### config.mk
export PLATFORM = sky130hd
export DESIGN_NAME = cpe_ram
export DESIGN_NICKNAME = d
export VERILOG_FILES = /design/src/rtl/cpe_ram.sv
export SDC_FILE = /design/constraint.sdc
export NUM_CORES = 1
export LEC_CHECK = 0
export BUFFER_PORTS_ARGS = -buffer_cell sky130_fd_sc_hd__buf_2
export CORE_UTILIZATION = 40
export DETAILED_ROUTE_END_ITERATION = 16
export GPL_TIMING_DRIVEN = 0
export PLACE_DENSITY = 0.51
export SYNTH_ARGS = -nofsm -noshare
export SYNTH_HDL_FRONTEND = slang
export SYNTH_SLANG_ARGS = --single-unit
### constraint.sdc
create_clock -name clock -period 16.75 [get_ports clock]
set_input_delay 1.675 -clock clock [delete_from_list [all_inputs] [get_ports clock]]
set_output_delay 1.675 -clock clock [all_outputs]
set_load 0.05 [all_outputs]
### src/rtl/cpe_ram.sv
// Generic single write port, single read port RAM with registered read data.
module cpe_ram #(
   parameter int WIDTH = 64,
   parameter int DEPTH = 16
) (
   input  logic                                  clock,
   input  logic                                  we,
   input  logic [(DEPTH > 1 ? $clog2(DEPTH) : 1)-1:0] waddr,
   input  logic [WIDTH-1:0]                      wdata,
   input  logic [(DEPTH > 1 ? $clog2(DEPTH) : 1)-1:0] raddr,
   output logic [WIDTH-1:0]                      rdata
);
   logic [WIDTH-1:0] mem [DEPTH];

   always_ff @(posedge clock) begin
      if (we) begin
         mem[waddr] <= wdata;
      end
      rdata <= mem[raddr];
   end
endmodule

; Word-level counts from Yosys, hierarchy flattened
; Memories as Yosys holds them, arrays and structs flattened. A register that Yosys moved wholly into a read port is not among the register bits.
; Index checks and enable logic that the tools add are counted.
[classes]
mux = 2
[ops]
columns = op, count
row1 = $mux 1, 2
[totals]
word_cells = 3
mem_bits_rw = 1024
n_memories = 1
register_bits = 0
[memory_table]
columns = memory, depth, width, read_ports, rd_ports_with_merged_regs, wr, line_no
row1 = mem, 16, 64, 1, 1, 1, 13  ; logic [WIDTH-1:0] mem [DEPTH];

; Depth between registers and ports, before layout
; Gate-level depths: netlist of run 1.
[logic_depth]
ltp_word = 2
mapped_depth = 6
mapped_depth_nobuf = 3

; Worst setup path before layout of run 1
; OpenSTA, ideal clock, no wires.
[synth_path]
path_type = input -> register
startpoint = in waddr[2] (netlist bit)
endpoint = mem mem[0][0], enable pin
cell_stages = 2
arrival_time_ps = 6538
required_time_ps = 16185
path_slack_ps = 9646
path_cell_list = or3b_2 > nor3_1
[synth_rtl]
columns = item, line_no
row1 = start: declaration, 8  ; input logic [(DEPTH > 1 ? $clog2(DEPTH) : 1)-1:0] waddr,
row2 = end: declaration, 13
; No word-level cell before the write port.

; Worst setup path after layout of run 1
[layout_path]
startpoint = in waddr[2] (netlist bit)
endpoint = mem mem[0][39], enable pin
; No word-level cell before the write port.

==> impl_summary.md, run 1 <==
Synthesis
The synthesized design devotes to its leading area cell type 77.69% of total area. The synthesized netlist contains 18 unique library cells. After synthesis, flip-flops and latches occupy between 80 and 90% of the total area. For this run, the number of Yosys warnings is 0.

The register bit total from synthesis is 1,088. Ranked by total cell area, the synthesized netlist is headed by sky130_fd_sc_hd__edfxtp_1, sky130_fd_sc_hd__mux4_2, sky130_fd_sc_hd__dfxtp_1. The synthesized netlist cell count is around 1,600. The combined area of all synthesized cells is slightly below 40,000 µm². The number of nets handed over by synthesis was ~1,700. The dominant cell type by area after synthesis is sky130_fd_sc_hd__edfxtp_1. In this run the mean area of a mapped cell was ~24 µm².

Floorplanning
The total die area is between 100,000 and 150,000 µm². The die is between 300 and 400 µm wide. The area inside the core boundary is 98,280 µm². The I/O pin count is ~140. The initial standard-cell utilization of the core is between 40% and 50%. From bottom edge to top edge, the die measures around 320 µm. The floorplan row count is approximately 120.

Clocking
The cell at the root of the clock tree is sky130_fd_sc_hd__clkbuf_16. The count of clock tree sinks is ~1,100. The CTS buffer count is 114. Counting along the longest clock path gives a buffer depth of 3.

The hold-fix buffer count after cts is 0. The CTS tree is done. The clock slew seen by the registers of the worst setup and hold paths is 0.06 ns.

Buffers added to address setup during post-CTS repair amount to 0. The later pin in the worst-skew pair is clocked with a latency of between 0.6 and 0.7 ns. The maximum level of the CTS H-tree is 3. Gates resized during post-CTS repair numbered 0.

Setup path
STA puts the critical path data required time at 17.12 ns. The number of cell instances on the worst register-to-register path is 3. The type of the setup path with the least slack is in -> reg.

The data arrival time of the worst path is approximately 3.8 ns. The startpoint kind of the worst setup timing path is an input port. STA classifies the critical path endpoint as a register. In this run the worst path has a maximum fanout of 9.

GRT
The first-pass GRT wire length is ~140,000 µm. Global routing consumed, on the met1 layer, between 20% and 30% of the routing resources. For this run, global-route usage on met3 was measured as roughly 4.0%.

The layer with the highest usage after global routing is met2. The number of global-route vias before repair came to roughly 20,000. The initial antenna violation count is 15. The met2 track utilization from global routing is 31.20%. Entering global routing, the biggest net connects 23 pins. The global-route usage over all layers is 19.26%. The global-route congestion overflow total is 0.

Timing
In this run the tightest slew margin relative to its limit is roughly 14%. The final count of negative-setup-slack endpoints is 0. The post-layout minimum cycle time is roughly 3.4 ns. The final number of max-transition violations was 0. The sum of negative setup slack is 0 ns.

The final critical-path share of the clock period is between 20% and 30%. The slew at the pin closest to its max-slew limit is roughly 1.3 ns. The setup skew after layout is around 0.032 ns. Setup repair after global routing left no endpoint under its margin.

The count of final hold-check violations is 0. For this run, the top clock speed supported by timing is roughly 300 MHz.

Min path
The type of the most critical hold path is reg -> reg. The cell count of the worst hold path is 3.

Run status
The run finished with clean final reports.

Layout
The post-synthesis to final-layout area growth is 18.47%. The finished layout holds ~3,400 standard cells, fillers aside. The net count of the finished layout is approximately 2,000. The fraction of layout instances using a drive strength above 1 is roughly 33%.

Drt
The per-cell via count in the routed design is about 5.5. The total wire length after detailed routing is 94,170 µm. The count of TritonRoute iterations in the first routing pass is 7. Dividing the detail-routed wire length by the instance count gives around 28 µm. The detailed router's first-iteration violation count is ~1,500.

Once detail routing completed, the nets flagged for antenna violations numbered 0. For this run, design rule violations remaining after detail routing come to 0. Summing over every cut layer, the via total after detailed routing is 18,380.

Power
The analysis attributes to cell leakage a power of 0.01512 µW. The share of total power consumed by net switching is about a fifth. The relative contribution of the clock network to total power is between 40% and 50%. The largest voltage drop on the vdd net is 76.97 µV. The logic gate share of total power is under 10%. The analysis attributes to net switching a power of 1259 µW. The power per cell area is 126.1 nW/µm². The internal portion of the total power is 4652 µW. In this run, flip-flops and latches consume between 50% and 60% of the power.

Placed design
The number of buffer cells added on primary ports is 135. The routability congestion estimate is between 0.6 and 0.7. Including well taps, the total number of placed cells is 3,142. The detailed placement HPWL is around 59,000 µm.

Flow run
Max-cap violations in this run came to 0.
[metal layers]
metal,share of wire (%),vias up
li1,-,7742
met1,43,9983
met2,49,489
met3,5.7,150
met4,2.0,20
met5,0.15,-
[power by group through the flow]
stage | combinational [µW] | sequential (µW) | clock (µW)
2_1_floorplan | 145 | 3180 | 0
6_report | 346 | 3060 | 2510
5_1_grt | 370 | 3060 | 2670
3_3_place_gp | 336 | 3120 | 0
3_5_place_dp | 354 | 3120 | 0
4_1_cts | 355 | 3060 | 2560
[Yosys cell counts, drive strengths merged]
| cell | count |
|---|---|
| a22oi | 128 |
| and2 | 1 |
| buf | 48 |
| clkbuf | 36 |
| dfxtp | 64 |
| edfxtp | 1024 |
| mux4 | 256 |
| nand2 | 65 |
| nand2b | 2 |
| nand3 | 1 |
| nand3b | 2 |
| nor2 | 13 |
| nor2b | 2 |
| nor3 | 4 |
| or3b | 1 |
[path summary, 6_finish.rpt]
check	from	endpoint	slack, ns
min	mem[14][63]	rdata[63]	0.66
min reg2reg	mem[14][63]	rdata[63]	0.66
max reg2reg	mem[3][34]	rdata[34]	15.32
max	waddr[2]	mem[0][39]	13.34
[layout by cell type (no fill, tap or decap), types with 33 or more instances in the layout]
cell / instances
sky130_fd_sc_hd__clkbuf_1: 70
sky130_fd_sc_hd__mux4_2: 256
sky130_fd_sc_hd__buf_2: 148
sky130_fd_sc_hd__buf_12: 33
sky130_fd_sc_hd__dfxtp_1: 64
sky130_fd_sc_hd__buf_6: 44
sky130_fd_sc_hd__edfxtp_1: 1024
sky130_fd_sc_hd__nand2_1: 65
sky130_fd_sc_hd__a22oi_1: 128
sky130_fd_sc_hd__clkbuf_16: 116
[worst max-delay path, stage by stage]
cell and delay (ns):
sky130_fd_sc_hd__buf_2 0.11, sky130_fd_sc_hd__or3b_2 0.59, sky130_fd_sc_hd__nor3_2 0.44, sky130_fd_sc_hd__buf_6 0.22, sky130_fd_sc_hd__buf_6 0.18, sky130_fd_sc_hd__buf_6 0.16
sky130_fd_sc_hd__buf_6 0.18, sky130_fd_sc_hd__buf_6 0.19
[layout make-up]
class | instances | area (µm²)
fillers | 8072 | 51380
flip-flops and latches | 1088 | 32030
multi-input cells | 475 | 7209
clock buffers | 170 | 3306
repair buffers | 208 | 1836
well taps | 1287 | 1610
plain buffers | 84 | 451.7
clock inverters | 44 | 445.4
diodes | 1 | 2.502
[sequential cells by signal, summed over array words and instances (netlist names)]
register / count
mem: 1024
rdata: 64
[cells by family after synthesis]
group / share of synthesized area (%)
buffers and inverters: 1.141
flip-flops: 80.92
multiplexers: 14.57
AO/OA/AOI/OAI: 2.428
AND/OR/NAND/NOR: 0.9420
[through the flow]
stage	worst slack, ns	total power (µW)	utilization (%)	hold slack [ns]	instance area [µm²]
6_report	13.34	5912	47.71	0.6636	46890
5_1_grt	13.24	6100	47.71	0.6968	46890
4_1_cts	13.30	5977	47.71	0.6695	46890
3_5_place_dp	12.62	3472	43.89	0.6562	43140
3_3_place_gp	3.480	3459	42.60	0.6541	41870
2_1_floorplan	9.646	3326	-	0.6349	39580
(Power assumes the default switching activity.)
==> run 2: changes to the inputs <==
- clock period: 16.75 -> 3.4 ns (I/O delays scaled with it)
==> run 2 against run 1 <==
Against the previous run:
- combinational power grew to 5.0 times the previous value
- core utilization grew 0.28 points
- die area is the same
- clock-buffer cell count shrank 22
- highest routed layer unchanged
==> impl_summary.md, run 2 (synthesis gave the netlist of run 1 again) <==
Timing
In this run the tightest slew margin relative to its limit is around 18%. The worst path in the final design needs a cycle of about 2.2 ns, including I/O delays and setup. The setup skew after layout is between 0.02 and 0.025 ns. Setup repair after global routing left no endpoint under its margin. The final number of max-transition violations is 0.

The count of final hold-check violations is 0. The maximum frequency from static timing analysis is 458.5 MHz. The final critical-path share of the clock period is approximately 64%. The slew at the pin closest to its max-slew limit is 1.218 ns. Setup violations remaining at the end of the flow were counted as 0. Once routing completed, OpenROAD measured the worst setup slack at ~1.2 ns. The tightest hold path in the finished design has a slack of ~0.047 ns.

Clocking
The CTS buffer count is about 110. The maximum level of the CTS H-tree is 3. In this run the post-CTS setup repair buffer count came out at 0. The clock reaches the later pin of the worst-skew pair after approximately 0.7 ns. The longest clock path from root to sink contains 3 buffers. The clock slew seen by the registers of the worst setup and hold paths is 0.06 ns. The CTS tree is done.

The count of clock tree sinks is roughly 1,100. The cell at the root of the clock tree is sky130_fd_sc_hd__clkbuf_16.

Layout
The total area of multi-input combinational cells is 7234 µm². The most common library cell in the layout ignoring fill and taps is sky130_fd_sc_hd__edfxtp_1. Leaving out fill and tap cells, the most frequent cells in the layout are sky130_fd_sc_hd__edfxtp_1, sky130_fd_sc_hd__mux4_2, sky130_fd_sc_hd__buf_2, sky130_fd_sc_hd__a22oi_1, sky130_fd_sc_hd__clkbuf_16. In the final layout, the share of cells above drive strength 1 is 31.14%. The post-synthesis to final-layout area growth is 19.17%.

In the final layout, flip-flops and latches occupy roughly 32,000 µm². The largest registers in the layout are mem (1024), rdata (64). Counting the fill cells in the layout gives roughly 8,000.

For this run, the post-layout net count is around 2,100. The top register by number of flip-flops is mem. The post-route cell area is roughly 47,000 µm². The register with the most flip-flops in the layout has between 1,000 and 1,500 of them.

Drt
The count of TritonRoute iterations in the first routing pass is 5. After the first detailed-routing iteration, the DRC count stood at ~1,800. After detailed routing, the number of remaining DRC violations is 0. The detailed-route via count is 18,260. Wires add up to 92,460 µm.

The per-cell via count in the routed design is 5.419. The number of nets with antenna violations after detailed routing is 0. In the final routed layout, each cell accounts on average for between 20 and 30 µm.

Setup path
The cell family contributing the most delay on the critical path is simple AND/OR/NAND/NOR gates. The slowest cell on the critical path is sky130_fd_sc_hd__nor3_4. The biggest cell delay along the critical path is ~0.7 ns. The most numerous cell type found on the critical path is sky130_fd_sc_hd__buf_16. The critical path goes through buf_2 > or3b_2 > nor3_4 > buf_8 > buf_16 > buf_16 > buf_16.

STA classifies the critical path endpoint as a register. The type of the setup path with the least slack is in -> reg. STA classifies the critical path startpoint as an input port. Counting both buffers and inverters, the worst setup path holds a total of 5. STA puts the critical path data arrival time at about 2.6 ns. The largest fanout on the critical path is 13. The flop-to-flop setup slack is roughly 1.9 ns. The data required time at the worst endpoint is between 3 and 4 ns.

GRT
The initial antenna violation count is 9. Across every metal layer, demand over resource in global routing totals between 10% and 20%. The pin count of the biggest net entering global routing is 24. The first global-routing pass estimated 134,100 µm of wire. The global-route congestion overflow total is 0. The number of global-route vias before repair is 19,350.

Run status
The run finished with clean final reports.

Floorplanning
From bottom edge to top edge, the die measures roughly 320 µm. The initial utilization of the core area, before any placement, comes to between 40% and 50%. The floorplan has 115 rows.

The x dimension of the die is roughly 320 µm. The area inside the core boundary is approximately 98,000 µm². The I/O pin count is between 100 and 150.

The total die area is 100,200 µm².

Placed design
Summing all placed instances gives a cell area of ~43,000 µm². Timing analysis after detailed placement gives a worst setup slack of between 0.4 and 0.5 ns. Summed over all nets, the half-perimeter wirelength after detailed placement is roughly 57,000 µm.

The congestion estimate from routability-driven global placement came to slightly below 0.7. Port buffering added approximately 140 buffers.

Power
The overall power of the completed layout is approximately 29,000 µW. The static leakage is about 0.015 µW. The largest voltage drop on the vdd net is ~560 µV. The power per cell area is ~610 nW/µm².

Flow run
The count of max-cap constraint violations is 0.

Min path
The tightest min-delay check is of the in -> reg type.
==> run 2: cell types whose count changed in the layout (fill, tap and decap cells not counted), sizes merged, moves of 2 or more <==
cell	change
dlygate4sd3	+26
clkbuf	-22
clkinv	+17
buf	-14
inv	+3
clkinvlp	+2
==> run 2: area by class of cell <==
| class | instances | share of cell area, % |
|---|---|---|
| Sequential cell | 1088 | 67.91 |
| Antenna cell | 2 | 0.01061 |
| Tap cell | 1287 | 3.414 |
| Clock inverter | 66 | 1.133 |
| Timing Repair Buffer | 220 | 4.764 |
| Clock buffer | 148 | 6.475 |
| Buffer | 84 | 0.9576 |
| Multi-Input combinational cell | 475 | 15.34 |
==> run 2: layer usage <==
layer  wire [µm]  GRT usage (%)  vias to the layer above
met5          70              0                        -
met3        4881          3.290                      149
met1       40740          27.02                     9841
li1            -              -                     7751
met2       44790          30.02                      509
met4        1981          4.611                       12
==> run 2: worst reg2reg max path, cell delays in order, from the launching register on <==
cell	delay [ns]
sky130_fd_sc_hd__edfxtp_1	0.36
sky130_fd_sc_hd__mux4_2	0.47
sky130_fd_sc_hd__a22oi_1	0.35
sky130_fd_sc_hd__nand2_1	0.14
==> run 2: through the flow <==
step           setup TNS (ns)  std cells  utilization, %
2_1_floorplan         -147.97       1647               -
6_report                    0       3370           48.00
3_3_place_gp         -2381.17       3069           42.66
4_1_cts                     0       3368           47.99
5_1_grt                     0       3369           47.99
3_5_place_dp                0       3128           44.07
==> run 2: worst paths after layout <==
kind	startpoint	endpoint	cells after the start
worst max-delay path	waddr[2]	mem[0][38]	7
worst min-delay path	wdata[56]	mem[3][56]	1
worst max register to register	mem[2][34]	rdata[34]	3
worst min register to register	mem[12][33]	rdata[33]	3
==> run 2: report_power, final <==
| group | leakage, µW | total (µW) | internal, µW | switching [µW] |
|---|---|---|---|---|
| logic | 0.00363 | 1740 | 599 | 1140 |
| clock network | 0.00174 | 12000 | 6970 | 5010 |
| registers | 0.00979 | 15100 | 15000 | 76.4 |
| total | 0.0152 | 28800 | 22600 | 6230 |
==> run 2: repair_timing <==
item,4_1_cts,5_1_grt
endpoints found under the hold margin,280,0
gates resized for setup,0,0
hold buffers,26,0
