File: src/rtl/cpe_pkg.sv
// Shared widths, codes and types for the complex polynomial root/evaluation block.
package cpe_pkg;

   localparam int WORD_W    = 32;
   localparam int OP_W      = 2;
   localparam int SLOT_W    = 5;
   localparam int DEG_W     = 5;
   localparam int STATUS_W  = 2;
   localparam int CSR_IDX_W = 2;

   typedef logic signed [WORD_W-1:0] word_type;
   typedef logic [OP_W-1:0]          op_type;
   typedef logic [STATUS_W-1:0]      status_type;
   typedef logic [CSR_IDX_W-1:0]     csr_idx_type;

   localparam op_type OP_WRITE_ROOT = 2'd0;
   localparam op_type OP_EVAL       = 2'd1;
   localparam op_type OP_READ_COEF  = 2'd2;
   localparam op_type OP_READ_ROOT  = 2'd3;

   localparam status_type ST_OK    = 2'd0;
   localparam status_type ST_RANGE = 2'd1;
   localparam status_type ST_SAT   = 2'd2;

   localparam csr_idx_type CSR_DEGREE  = 2'd0;
   localparam csr_idx_type CSR_LEAD_RE = 2'd1;
   localparam csr_idx_type CSR_LEAD_IM = 2'd2;

   typedef struct packed {
      logic start;
      logic subtract;
   } cmac_ctl_type;

   typedef struct packed {
      logic done;
      logic sat;
   } cmac_sts_type;

endpackage

File: src/rtl/cpe_cmac.sv
// Shared complex multiply-accumulate: sat(add +/- rnd(a*b)), one real product per cycle.
module cpe_cmac #(
   parameter int FRAC_BITS = 16
) (
   input  logic                  clock,
   input  logic                  reset,
   input  cpe_pkg::cmac_ctl_type ctl,
   input  cpe_pkg::word_type     a_re,
   input  cpe_pkg::word_type     a_im,
   input  cpe_pkg::word_type     b_re,
   input  cpe_pkg::word_type     b_im,
   input  cpe_pkg::word_type     add_re,
   input  cpe_pkg::word_type     add_im,
   output cpe_pkg::cmac_sts_type sts,
   output cpe_pkg::word_type     res_re,
   output cpe_pkg::word_type     res_im
);
   import cpe_pkg::*;

   localparam int W     = WORD_W;
   localparam int ACC_W = 2 * W + 3;
   localparam logic signed [ACC_W-1:0] HALF = ACC_W'(1) << (FRAC_BITS - 1);
   localparam logic signed [ACC_W-1:0] MAXV = ACC_W'((65'(1) << (W - 1)) - 65'(1));
   localparam logic signed [ACC_W-1:0] MINV = -MAXV - ACC_W'(1);
   localparam logic [2:0] STEP_LAST = 3'd6;

   logic                     busy_ff, busy_in;
   logic                     done_ff, done_in;
   logic                     sat_ff, sat_in;
   logic [2:0]               step_ff, step_in;
   word_type                 ar_ff, ai_ff, br_ff, bi_ff, adr_ff, adi_ff;
   logic                     sub_ff;
   logic signed [2*W-1:0]    prod_ff, prod_in;
   logic signed [ACC_W-1:0]  acc_re_ff, acc_re_in, acc_im_ff, acc_im_in;
   logic signed [ACC_W-1:0]  sum_re, sum_im;
   word_type                 res_re_ff, res_re_in, res_im_ff, res_im_in;
   word_type                 mul_x, mul_y;
   logic                     sat_re, sat_im;

   always_comb begin
      case (step_ff)
         3'd0:    begin mul_x = ar_ff; mul_y = br_ff; end
         3'd1:    begin mul_x = ai_ff; mul_y = bi_ff; end
         3'd2:    begin mul_x = ar_ff; mul_y = bi_ff; end
         default: begin mul_x = ai_ff; mul_y = br_ff; end
      endcase
   end

   // step 6: acc registers hold the rounded parts
   assign sum_re = sub_ff ? ACC_W'(adr_ff) - acc_re_ff : ACC_W'(adr_ff) + acc_re_ff;
   assign sum_im = sub_ff ? ACC_W'(adi_ff) - acc_im_ff : ACC_W'(adi_ff) + acc_im_ff;
   assign sat_re = (sum_re > MAXV) || (sum_re < MINV);
   assign sat_im = (sum_im > MAXV) || (sum_im < MINV);

   always_comb begin
      busy_in   = busy_ff;
      done_in   = 1'b0;
      sat_in    = sat_ff;
      step_in   = step_ff;
      prod_in   = mul_x * mul_y;
      acc_re_in = acc_re_ff;
      acc_im_in = acc_im_ff;
      res_re_in = res_re_ff;
      res_im_in = res_im_ff;
      if (busy_ff) begin
         step_in = step_ff + 3'd1;
         case (step_ff)
            3'd1: acc_re_in = ACC_W'(prod_ff);
            3'd2: acc_re_in = acc_re_ff - ACC_W'(prod_ff);
            3'd3: acc_im_in = ACC_W'(prod_ff);
            3'd4: acc_im_in = acc_im_ff + ACC_W'(prod_ff);
            3'd5: begin
               acc_re_in = (acc_re_ff + HALF) >>> FRAC_BITS;
               acc_im_in = (acc_im_ff + HALF) >>> FRAC_BITS;
            end
            STEP_LAST: begin
               res_re_in = sat_re ? (sum_re[ACC_W-1] ? word_type'(MINV) : word_type'(MAXV))
                                  : sum_re[W-1:0];
               res_im_in = sat_im ? (sum_im[ACC_W-1] ? word_type'(MINV) : word_type'(MAXV))
                                  : sum_im[W-1:0];
               sat_in    = sat_re | sat_im;
               done_in   = 1'b1;
               busy_in   = 1'b0;
            end
            default: ;
         endcase
      end else if (ctl.start) begin
         busy_in = 1'b1;
         step_in = 3'd0;
      end
   end

   always_ff @(posedge clock) begin
      if (reset) begin
         busy_ff <= 1'b0;
         done_ff <= 1'b0;
      end else begin
         busy_ff <= busy_in;
         done_ff <= done_in;
      end
   end

   always_ff @(posedge clock) begin
      step_ff   <= step_in;
      sat_ff    <= sat_in;
      prod_ff   <= prod_in;
      acc_re_ff <= acc_re_in;
      acc_im_ff <= acc_im_in;
      res_re_ff <= res_re_in;
      res_im_ff <= res_im_in;
      if (!busy_ff && ctl.start) begin
         ar_ff  <= a_re;
         ai_ff  <= a_im;
         br_ff  <= b_re;
         bi_ff  <= b_im;
         adr_ff <= add_re;
         adi_ff <= add_im;
         sub_ff <= ctl.subtract;
      end
   end

   assign sts.done = done_ff;
   assign sts.sat  = sat_ff;
   assign res_re   = res_re_ff;
   assign res_im   = res_im_ff;
endmodule

File: config.mk
export PLATFORM = sky130hd
export DESIGN_NAME = cpe_cmac
export DESIGN_NICKNAME = d
export VERILOG_FILES = /design/src/rtl/cpe_pkg.sv /design/src/rtl/cpe_cmac.sv
export SDC_FILE = /design/constraint.sdc
export NUM_CORES = 2
export LEC_CHECK = 0
export BUFFER_PORTS_ARGS = -buffer_cell sky130_fd_sc_hd__buf_2
export CAP_MARGIN = 20
export CORE_UTILIZATION = 40
export CTS_BUF_LIST = sky130_fd_sc_hd__clkbuf_4
export DETAILED_ROUTE_END_ITERATION = 10
export PLACE_DENSITY_LB_ADDON = 0.05
export SLEW_MARGIN = 25
export SYNTH_ARGS = -nofsm -noshare
export SYNTH_HDL_FRONTEND = slang
export SYNTH_SLANG_ARGS = --single-unit
File: constraint.sdc
create_clock -name clock -period 21.2 [get_ports clock]
set_input_delay 3.18 -clock clock [delete_from_list [all_inputs] [get_ports clock]]
set_output_delay 3.18 -clock clock [all_outputs]
set_load 0.1 [all_outputs]
## Word-level counts from Yosys, hierarchy flattened

Index checks and enable logic that the tools add are counted.

| cells by class | value |
|---|---|
| add/sub/neg operators | 9 |
| multiply operators | 1 |
| div/mod/pow operators | 0 |
| $lt $le $gt $ge | 4 |
| equality and inequality tests | 6 |
| shifts and indexed selects | 0 |
| multiplexer cells | 16 |
| bitwise logic cells | 2 |
| reductions and logical operators | 14 |

Operators with widths:

| kind | number |
|---|---|
| $pmux 67 s3 | 2 |
| $mux 32 | 6 |
| $add 32x67->67 | 2 |
| $add 67x17->67 const B | 2 |
| $gt 67x32->1 const B | 2 |
| $lt 67x32->1 const B | 2 |
| $mux 67 | 2 |
| $sub 32x67->67 | 2 |
| $add 67x64->67 | 1 |
| $sub 67x64->67 | 1 |
| $mul 32x32->64 | 1 |
| $eq 3x3->1 const B | 3 |
| $eq 3x2->1 const B | 2 |
| $mux 3 | 2 |
| $reduce_and 2->1 | 3 |
| $reduce_bool 3->1 | 2 |
| $reduce_or 2->1 | 3 |
| $mux 1 | 4 |
| $add 3x1->3 const B | 1 |
| $eq 3x1->1 const B | 1 |
| $logic_not 3->1 | 1 |
| $logic_or 1x1->1 | 2 |
| $reduce_bool 2->1 | 1 |
| $logic_and 1x1->1 | 1 |
| other kinds (3) | 3 |

| word-level totals | value |
|---|---|
| bits in registers | 461 |
| bits in latches | 0 |
| RAM bits | 0 |
| ROM bits | 0 |
| input bits | 196 |
| output and inout port bits | 66 |
| memories kept | 0 |

## Longest topological paths before layout

| depth | value |
|---|---|
| depth after elaboration | 5 |
| gate-level depth with buffers | 37 |

## Worst setup path after synthesis

OpenSTA, ideal clock, no wires.

| path | value |
|---|---|
| path type | in2reg |
| start | input ctl[1] (netlist bit) |
| end | register adi_ff[0], enable pin |
| setup time | 771 ps |
| arrival | 11505 ps |
| data required time | 20429 ps |
| slack | 8924 ps |
| stages on the path | 1 |
| buffers on the path | 0 |
| cells stage by stage | nor2b_1 |

| on the way | value |
|---|---|
| cells in the longest elaborated chain, start to end | 1 |

RTL lines:

| what | RTL line | source |
|---|---|---|
| start, declared | cpe_cmac.sv:7 | `input cpe_pkg::cmac_ctl_type ctl,` |
| $logic_and 1x1->1 | cpe_cmac.sv:111 | `if (!busy_ff && ctl.start) begin` |
| end signal, assigned | cpe_cmac.sv:117 | `adi_ff <= add_im;` |
| end, declared | cpe_cmac.sv:31 | `word_type ar_ff, ai_ff, br_ff, bi_ff, adr_ff, adi_ff;` |

Every way passes these cells.
A chain may end at the register's enable or synchronous reset.

## Final worst setup path

| path | value |
|---|---|
| start | register step_ff[0] |
| end | register prod_ff[63] |

| on the way | value |
|---|---|
| cells in the longest elaborated chain, start to end | 4 |
| elaborated cells between the ends (all ways) | 8 |
| classes of those cells | mul (1); eq/ne (2); mux (2); reduce/logical (3) |

RTL lines:

| what | RTL line | source |
|---|---|---|
| start, declared | cpe_cmac.sv:30 | `logic [2:0] step_ff, step_in;` |
| start signal, assigned | cpe_cmac.sv:104 | `step_ff <= step_in;` |
| $eq 3x2->1, or another cell as far along | cpe_cmac.sv:41 | `case (step_ff)` |
| $reduce_or 2->1 (no line) | n/a |  |
| $mux 32 | cpe_cmac.sv:41 |  |
| $mul 32x32->64 * | cpe_cmac.sv:60 | `prod_in = mul_x * mul_y;` |
| via prod_in[63] | cpe_cmac.sv:33 | `logic signed [2*W-1:0] prod_ff, prod_in;` |
| end signal, assigned | cpe_cmac.sv:106 | `prod_ff <= prod_in;` |
| end, declared | cpe_cmac.sv:33 |  |

The timed path passes the listed nets; every way through them passes the cells marked *.

==> results.sh <==
export IMPL_status="finished, final reports clean"
export IMPL_areaGrowthSynthToFinish_pct=7.79
export IMPL_io_pins=262
export IMPL_fin_util=0.435
export IMPL_numCtsBuffers=139
export IMPL_fp_dieW_um=430
export IMPL_synth_seq_cells=461
export IMPL_grt_overflow=0
export IMPL_synth_distinct_cells=99
export IMPL_criticalPathCategory="reg2reg"
export IMPL_critPathMaxFanout=43
export IMPL_postCtsResizedCells=0
export IMPL_report_final_slew_viol_count=0
export IMPL_hold_depth=2
export IMPL_cts_hold_buf=0
export IMPL_rows=156
export IMPL_crit_buf_inv=7
export IMPL_grt_use_total=0.284
export IMPL_layout_setup_ws_ps=9390
export IMPL_yosysTopAreaCellShare=0.296
export IMPL_drc=0
export IMPL_max_stage_delay_ps=900
export IMPL_cts_root_buffer="clkbuf_4"
export IMPL_cts_max_level=4
export IMPL_fillers=18100
export IMPL_finalHoldViolCount=0
export IMPL_yosys_cell_count_top_type="inv_1"
export IMPL_ys_flop_type="edfxtp_1"
export IMPL_slew_headroom=0.298
export IMPL_final_nets=9975
export IMPL_grt_pass1_wl_um=393000
export IMPL_path_clk_slew_ps=70
export IMPL_worst_pin_slew_ps=1030
export IMPL_place_congestion=0.925
export IMPL_firstDrtPassIters=6
export IMPL_drv_cap=0
export IMPL_path_delay_family="adder cells"
export IMPL_cpMostUsedCell="fa_1"
export IMPL_multiInputGateArea_um2=54700
export IMPL_syn_inst=8121
export IMPL_syn_area_um2=73300
export IMPL_cp_end_kind="flop"
export IMPL_initial_utilization=0.404
export IMPL_post_cts_buffers=0
export IMPL_hpwl_um=204000
export IMPL_fin_crit_sh=0.557
export IMPL_regArea_um2=13200
export IMPL_grt_max_degree=86
export IMPL_min_period_ps=11810
export IMPL_setup_tns_final_ps=0
export IMPL_synthArstFlopShare=0
export IMPL_totalWireLength_um=262000
export IMPL_synth_largest_area_cell="fa_1"
export IMPL_core_um2=182000
export IMPL_die_h_um=430
export IMPL_hp_start="prod_ff[57]"
export IMPL_arrival_ps=12770
export IMPL_clk_latency_ps=1210
export IMPL_cp_start_kind="flop"
export IMPL_setup_viol=0
export IMPL_r2r_start="step_ff[0]"
export IMPL_synth_nets=9861
export IMPL_dieArea_um2=185000
export IMPL_fin_skew_ps=121
export IMPL_crit_required_ps=22160
export IMPL_layout_drive_gt1_share=0.0916
export IMPL_dpl_worst_slack_ps=9480
export IMPL_cts_tree="done"
export IMPL_hp_class="reg2reg"
export IMPL_rsz0062_at_grt="false"
export IMPL_ant_nets=0
export IMPL_yosysSeqAreaShare=0.180
export IMPL_synth_edf_count=395
export IMPL_wl_per_cell_um=24.4
export IMPL_grt_pass1_vias=62000
export IMPL_clock_path_buffers=3
export IMPL_yosysWarnings=0
export IMPL_first_iter_violations=4273
export IMPL_viasPerCell=5.57
export IMPL_rr_worst_depth=33
export IMPL_cp_slowest_cell="mux2_2"
export IMPL_vias=59800
export IMPL_avgSynthCellArea_um2=9.03
export IMPL_port_buffers=261
export IMPL_r2r_setup_slack_ps=9390
export IMPL_ys_top_cells_by_area="fa_1 (30%), edfxtp_1 (16%), ha_1 (7.8%)"
export IMPL_grt_antenna_before_repair=5
export IMPL_r2r_end="prod_ff[63]"
export IMPL_max_freq_mhz=84.7
export IMPL_synth_common_cells="inv_1 (1155), fa_1 (1086), nor2_1 (851), nand2_1 (803), ha_1 (458)"
export IMPL_min_to="acc_im_ff[57]"
export IMPL_cts_sinks=461
==> final cells by class <==
type	instances	share of cell area
antenna	8	0.000253
tap	2370	0.0375
sequential	461	0.167
multi-input combinational	6120	0.692
inverter	1157	0.0549
clock inverter	45	0.00385
clock buffer	202	0.0192
timing repair buffer	356	0.0256
==> cell families after synthesis <==
logic type / after synthesis / synth area share
AND/OR/NAND/NOR: 2424 / 0.149
buffers and inverters: 1540 / 0.0791
multiplexers: 136 / 0.0197
adder cells (fa/ha/maj): 1544 / 0.375
XOR/XNOR: 518 / 0.0619
flip-flops: 461 / 0.180
AO/OA/AOI/OAI: 1498 / 0.135
==> cell usage in the layout (no fill, tap or decap), types with 35 or more instances in the layout <==
cell and instances:
o21bai_1 57, xnor2_1 357, buf_4 94, and2_1 47, buf_2 261, inv_1 1155, nand4_1 99, nand2_1 801
and3_1 86, xor2_1 159, mux2_2 66, dfxtp_1 66, edfxtp_1 395, nor2b_1 45, a211oi_1 35, ha_1 458
a21oi_1 420, a22oi_1 77, o31ai_1 42, nor3_1 101, a21o_1 237, o21ai_0 238, a31oi_1 61, nand3_1 140
clkbuf_4 202, o21a_1 44, nor2_1 849, fa_1 1086, nand2b_1 63, o221ai_1 37
==> through the flow <==
stage / hold WS (ps) / instances / area [µm²]
finish: 621 / 10700 / 79100
global route: 646 / 10700 / 79100
CTS: 634 / 10700 / 79000
detailed placement: 622 / 10500 / 77200
global placement: 612 / 10500 / 77200
floorplan: 551 / 8121 / 73300
==> metal layers <==
metal  part of all wire  routed length [µm]  track usage
met2               0.47              123000        0.469
met1               0.43              112000        0.371
met5            0.00020                  52            0
met4              0.037                9700        0.101
met3              0.065               17000       0.0511
==> worst reg2reg max path, delay by kind of cell, from the launching register on <==
kind / cells / cell delay, ps
mux: 1 / 980
simple gates: 4 / 1250
fa+ha+maj: 10 / 4710
flops: 1 / 400
compound gates: 10 / 3000
xor+xnor: 1 / 150
buf+inv: 7 / 1080
==> registers in the layout (all words and copies together), names as in the netlist <==
register   flops
acc_im_ff     67
acc_re_ff     67
prod_ff       64
adi_ff        32
adr_ff        32
ai_ff         32
ar_ff         32
bi_ff         32
br_ff         32
res_im        32
res_re        32
step_ff        3
busy_ff        1
done_ff        1
sat_ff         1
sub_ff         1
==> worst max-delay path by stage <==
stage                           from           to  slack (ps)  cells after the start
after detailed placement  step_ff[0]  prod_ff[63]        9480                     33
after global routing      step_ff[0]  prod_ff[63]        8760                     33
after CTS                 step_ff[0]  prod_ff[63]        9340                     33
final                     step_ff[0]  prod_ff[63]        9390                     33
after floorplan               ctl[1]    adi_ff[0]        8920                      1
after global placement    step_ff[0]  prod_ff[63]        9430                     35
Power is not shown: default switching activity piles up to over one toggle a cycle in this logic, so the estimate is an artifact.
